<file path="src/hdl/mxp_pkg.sv">
// Shared types and constants for the minimum-XOR pair trie search unit.
package mxp_pkg;
	typedef enum logic [3:0] {
		ST_IDLE,
		ST_S_RD,
		ST_S_WT,
		ST_S_DEC,
		ST_S_LEAF,
		ST_S_VAL,
		ST_S_SCORE,
		ST_I_RD,
		ST_I_WT,
		ST_I_DEC,
		ST_I_LEAF,
		ST_EMIT
	} mxp_state_t;

	typedef struct packed {
		logic start;
		logic s_step;
		logic val_read;
		logic score;
		logic i_step;
		logic leaf_write;
		logic count_inc;
	} mxp_cmd_t;

	typedef struct packed {
		logic word_last;
		logic item_last;
		logic set_full;
		logic have_items;
		logic levels_done;
		logic s_stop;
		logic i_stop;
	} mxp_status_t;
endpackage

</file>
<file path="src/hdl/mxp_ctrl.sv">
// Controller state machine sequencing search and insertion walks.
module mxp_ctrl (
	input  logic                 clk,
	input  logic                 arst_n,
	input  logic                 in_valid,
	output logic                 in_stall,
	input  logic                 out_stall,
	output logic                 out_valid,
	input  mxp_pkg::mxp_status_t sts,
	output mxp_pkg::mxp_cmd_t    cmd
);
	import mxp_pkg::*;

	mxp_state_t state_q, state_nx;

	// hold state
	always_ff @(posedge clk or negedge arst_n) begin
		if (!arst_n) state_q <= ST_IDLE;
		else state_q <= state_nx;
	end

	// next state
	always_comb begin
		state_nx = state_q;
		unique case (state_q)
			ST_IDLE: if (in_valid) begin
				if (sts.set_full) state_nx = sts.word_last ? ST_EMIT : ST_IDLE;
				else if (sts.have_items) state_nx = ST_S_RD;
				else state_nx = ST_I_RD;
			end
			ST_S_RD: state_nx = sts.levels_done ? ST_S_LEAF : ST_S_WT;
			ST_S_WT: state_nx = ST_S_DEC;
			ST_S_DEC: state_nx = sts.s_stop ? ST_S_LEAF : ST_S_RD;
			ST_S_LEAF: state_nx = ST_S_VAL;
			ST_S_VAL: state_nx = ST_S_SCORE;
			ST_S_SCORE: state_nx = ST_I_RD;
			ST_I_RD: state_nx = sts.levels_done ? ST_I_LEAF : ST_I_WT;
			ST_I_WT: state_nx = ST_I_DEC;
			ST_I_DEC: state_nx = sts.i_stop ? (sts.item_last ? ST_EMIT : ST_IDLE) : ST_I_RD;
			ST_I_LEAF: state_nx = sts.item_last ? ST_EMIT : ST_IDLE;
			ST_EMIT: if (!out_stall) state_nx = ST_IDLE;
			default: state_nx = ST_IDLE;
		endcase
	end

	// drive commands
	always_comb begin
		cmd = '0;
		in_stall = 1'b1;
		out_valid = 1'b0;
		unique case (state_q)
			ST_IDLE: begin
				in_stall = 1'b0;
				cmd.start = in_valid;
			end
			ST_S_DEC: cmd.s_step = 1'b1;
			ST_S_VAL: cmd.val_read = 1'b1;
			ST_S_SCORE: cmd.score = 1'b1;
			ST_I_DEC: begin
				cmd.i_step = 1'b1;
				cmd.count_inc = sts.i_stop;
			end
			ST_I_LEAF: begin
				cmd.leaf_write = 1'b1;
				cmd.count_inc = 1'b1;
			end
			ST_EMIT: out_valid = 1'b1;
			default: ;
		endcase
	end
endmodule

</file>
<file path="config.mk">
export PLATFORM = sky130hd
export DESIGN_NAME = mxp_ctrl
export DESIGN_NICKNAME = d
export VERILOG_FILES = /design/src/hdl/mxp_pkg.sv /design/src/hdl/mxp_ctrl.sv
export SDC_FILE = /design/constraint.sdc
export NUM_CORES = 1
export LEC_CHECK = 0
export ABC_CLOCK_PERIOD_IN_PS = 2230
export BUFFER_PORTS_ARGS = -buffer_cell sky130_fd_sc_hd__buf_4
export CAP_MARGIN = 20
export CORE_AREA = 2 2 39 41
export CTS_CLUSTER_SIZE = 24
export DETAILED_ROUTE_END_ITERATION = 10
export DIE_AREA = 0 0 41 43
export PLACE_DENSITY = 0.67
export SYNTH_ARGS = -nofsm -noshare
export SYNTH_HDL_FRONTEND = slang
export SYNTH_SLANG_ARGS = --single-unit
export TNS_END_PERCENT = 50
</file>
<file path="constraint.sdc">
create_clock -name clk -period 2.23 [get_ports clk]
set_input_delay 0.446 -clock clk [delete_from_list [all_inputs] [get_ports clk]]
set_output_delay 0.446 -clock clk [all_outputs]
set_load 0.005 [all_outputs]
</file>
### Word level (Yosys, flattened, before mapping)

Index checks and enable logic that the tools add are counted.

* bits in registers: 4
* output and inout port bits: 9
* word-level logic and storage cells: 36
* input port bits: 11

* reduce and logical (&&, ||, !) cells: 2
* equal/unequal tests: 13
* multiplexer cells: 20

Operators with widths (count)
* $pmux 4 s12: 1
* $mux 4: 6
* $eq 4x3->1 const B: 4
* $eq 4x4->1 const B: 4
* $mux 3: 3
* $eq 4x2->1 const B: 2
* $mux 1: 8
* $eq 4x1->1 const B: 1
* $logic_not 4->1: 1
* $ne 2x2->1 const B: 2
* $mux 2: 1
* $pmux 1 s2: 1
* $reduce_and 2->1: 1

### Logic depth before layout (Yosys ltp)

* depth in word-level cells: 4
* depth in mapped cells: 5
* depth with buffers taken out: 4

### Least setup slack after synthesis

OpenSTA, ideal clock, no wires.

* path type: reg-to-output
* from: reg state_q[3]
* to: out cmd[6] in the netlist's numbering
* slack: 0.601 ns
* cell stages (with the launch flop): 5
* data required time: 1.784 ns
* arrival time: 1.183 ns
* path buffers: 1
* cell sequence: dfrtp_1 buf_6 or2_4 or3_4 nor2_1

RTL lines
* start, declared: RTL line mxp_ctrl.sv:14 `mxp_state_t state_q, state_nx;`
* start signal, assigned: RTL line mxp_ctrl.sv:19 `else state_q <= state_nx;`
* end, declared: RTL line mxp_ctrl.sv:10 `output mxp_pkg::mxp_cmd_t cmd`

==> run summary <==
The run finished with clean final reports. The run gives 0.548 ns as the final-layout worst hold slack. The worst setup path is captured at an output pin. Across the routed clock network, the largest skew measured is 0.00237 ns.

The number of nets in the synthesized netlist is 74, and the initial core utilization is 32.1%. In this run the worst setup path terminates at cmd[6]. The run gives 1760 sq um as the die footprint. The buffering stage count on the worst path with inverters included came out at 1.

Worst voltage drop across the vdd grid: 0.000496 V. The first global-routing pass estimated 1860 um of wire. met2 is the most crowded layer. The logs give 0 for the number of antenna diodes and 1140 um for the total routed wirelength.

The largest net degree at the start of global routing came out at 16. Leaving out fill and tap cells, the most frequent cell in the layout is buf_4. The H-tree depth is 1, and the reported max-cap violation count is 0.

The initialized floorplan defines 14 standard-cell rows. For this run, the top clock speed supported by timing is 493 MHz. 20 I/O pins were placed. The class of the most critical setup path was flip-flop to output pin. Total overflow reported by the global router: 0. The number of buffers inserted by post-CTS setup repair was 0.

The largest registers in the layout are state_q (4). The number of antenna violations at the first check in global routing was 0. The initial DRC count was 16. Setup slack closes at 0.204 ns. At the pin with the least slew margin, the transition time is 0.399 ns. Kind of launch point of the worst setup path: a flip-flop. The time the final worst path needs with I/O delays and setup is 2.03 ns, and the register cell area after layout is 100 sq um. The count of cells in the finished layout, fillers not included, comes to 98. For this run, global-route usage on met2 was measured as 22.2%.

The post-route clock period utilization was 90.9%; the share of total power in the clock network was 12.9%. The run gives 27 as the unique cell type count in the Yosys netlist. The flip-flop and latch count after synthesis works out to 4. The endpoint identified for the worst register-to-register timing path is state_q[3]$_DFFE_PN0P_. Including well taps, the total number of placed cells is 94.

For this block, the via count after detailed routing is 513. The logic depth of the worst register-to-register path was 4; the count of nets after finishing was 95. During synthesis, Yosys emitted a total of 0 warnings. Worst min-delay path class: input port to asynchronous set/reset pin. Net switching is 43.8% of the power. The die height is 43 um. For this design the ratio of total power to cell area is 1080 nW/um^2. The combined area of all synthesized cells is 444 sq um. The cell family contributing the most delay on the critical path is simple AND/OR/NAND/NOR gates.

The post-route standard cell area excluding fillers is 617 sq um, and the clock transition time at the flip-flop clock pins of the worst setup and hold paths is 0.04 ns. At the worst endpoint, the required time is 1.78 ns. Relative to the synthesized area, the layout overhead comes to 38.9%. In this run the worst path has a maximum fanout of 15. The tools report the last weighted congestion value of the routability-driven placer as 0.865.

The signal on the critical path passes through or2_4, or3_4, nor2_1, buf_4. The total area inside the core boundary comes to 1380 sq um. The number of vias per cell is 5.23, and the number of buffers created by CTS is 3. No sink is reached through more buffers than the 2 on the longest clock path.

After detailed routing, the number of remaining DRC violations is 0. In the layout the commonest cells are buf_4 (19), nor2_1 (8), nor3_1 (6). The number of optimization iterations in the first detailed-route pass is 4, and the number of buffer cells added on primary ports is 19. Timing analysis after detailed placement gives a worst setup slack of 0.450 ns.

The critical path crosses 4 cells after its start point. The via count of the first global-routing pass came out at 437. Measured on the finished design, the core utilization comes to 44.6%. Setup violations remaining at the end of the flow were counted as 0.

After routing, the total negative slack on setup checks comes to 0 ns. Post-route total power: 666 uW. Averaged over all synthesized cells, the footprint is 7.05 sq um. The startpoint identified for the worst register-to-register timing path is state_q[2]$_DFFE_PN0P_. The register with the most flip-flops in the layout has 4 of them. The horizontal die dimension is 41 um. The tools report the buffer type at the clock tree root as clkbuf_4. The share of total power in sequential cells came out at 30.2%. The tools report the clock latency at the later pin of the worst-skew pair as 0.23 ns.

Dividing the detail-routed wire length by the instance count gives 11.7 um. In the global route stage, met1 resource usage came out at 20.6%. Global routing used 3.66% of the available met3 tracks.

On the worst path, the slowest cell contributes a delay of 0.50 ns. For the portion of total power attributed to combinational logic, the log shows 56.9%. For the filler cell count, the log shows 147. In this run the worst setup path begins at state_q[2]$_DFFE_PN0P_. For the tightest slew margin relative to the limit, the log shows 73.4%.

After legalization and detailed placement, the total HPWL measured 906 um. The post-route netlist has 29.3% of its cells at a drive strength greater than 1. The multi-input combinational cells in the finished layout cover a total of 310 sq um. In this run the remaining antenna-violating nets after routing total 0. The total count of hold-check failures in the final report was 0. TritonCTS built the clock tree. The run gives 63 as the gate count after technology mapping. Internal power comes to 374 uW. The analysis attributes to cell leakage a power of 0.278 nW. More flip-flops sit in one register than any other, and that register is state_q. The setup check on the worst reg-to-reg path leaves a slack of 0.53 ns. The share of the Yosys chip area taken by registers is 22.5%.

The analysis attributes to net switching a power of 292 uW. The slowest stage of the critical path is the dfrtp_1 cell. Clock tree synthesis found a total of 4 sinks.

Setup repair after global routing left no endpoint under its margin. The total routing resource utilization after global routing was 15.7%; the critical path arrival was 1.58 ns. In this run the cell area measured after placement is 584 sq um. The run gives 0 as the max-slew violation count.
[metal layers]
| metal | routed length, um | part of all wire [%] | vias to the layer above |
|---|---|---|---|
| met2 | 543 | 48 | 20 |
| met4 | 12 | 1.1 | 0 |
| met3 | 83 | 7.3 | 2 |
| li1 | - | - | 267 |
| met5 | 0 | 0 | - |
| met1 | 501 | 44 | 224 |
[synth_stat cells]
| library cell | instances | share of area, % |
|---|---|---|
| inv_1 | 3 | 2.5 |
| or3_4 | 1 | 2.5 |
| o21ai_0 | 5 | 5.6 |
| o22ai_1 | 2 | 2.8 |
| nor3_1 | 6 | 6.8 |
| and3_1 | 1 | 1.4 |
| o211a_1 | 1 | 2.3 |
| nor2b_1 | 2 | 2.8 |
| o31a_1 | 1 | 2.0 |
| o32ai_1 | 1 | 2.0 |
| buf_6 | 1 | 2.5 |
| a211o_1 | 1 | 2.0 |
| and2_1 | 1 | 1.4 |
| a32oi_1 | 1 | 2.0 |
| clkbuf_1 | 3 | 2.5 |
| nor3b_1 | 1 | 1.7 |
| nor2_1 | 8 | 6.8 |
| nor4b_1 | 1 | 2.0 |
| nand3b_1 | 1 | 1.7 |
| a21oi_1 | 5 | 5.6 |
| mux2i_1 | 1 | 2.3 |
| or2_4 | 1 | 2.0 |
| or3_1 | 3 | 4.2 |
| a31oi_1 | 1 | 1.4 |
| dfrtp_1 | 4 | 23 |
| nand2b_1 | 5 | 7.0 |
| nand2_1 | 2 | 1.7 |
[power groups by stage]
stage          Combinational, mW  Sequential [mW]  Clock [mW]
2_1_floorplan              0.336            0.130           0
3_3_place_gp               0.381            0.201           0
3_5_place_dp               0.380            0.202           0
4_1_cts                    0.384            0.201      0.0902
5_1_grt                    0.425            0.215      0.0976
6_report                   0.379            0.201      0.0858
[final cells by class]
| class | instances | area share, % |
|---|---|---|
| Multi-Input combinational cell | 52 | 50.3 |
| Timing Repair Buffer | 20 | 24.7 |
| Sequential cell | 4 | 16.2 |
| Clock buffer | 3 | 3.65 |
| Tap cell | 16 | 3.25 |
| Inverter | 3 | 1.83 |
[how the worst min path moves through the flow]
stage / to / cells past startpoint
finish: state_q[3]$_DFFE_PN0P_ / 2
global route: state_q[2]$_DFFE_PN0P_ / 3
CTS: state_q[3]$_DFFE_PN0P_ / 2
detailed placement: state_q[1]$_DFFE_PN0P_ / 1
global placement: state_q[1]$_DFFE_PN0P_ / 1
floorplan: state_q[0]$_DFFE_PN0P_ / 0
[cells by family after synthesis]
kind of cell | count (synthesis) | share of synthesized area [%]
AOI/OAI and AO/OA | 18 | 25.6
buffers and inverters | 7 | 7.61
DFF | 4 | 22.5
muxes | 1 | 2.25
and+or+nand+nor | 33 | 42.0
[timing repair]
action | in CTS | in global routing
resized for setup | 0 | 0
hold buffers | 1 | 0
endpoints found under the hold margin | 4 | 0
Note: power is estimated with default switching activity, not from simulation.
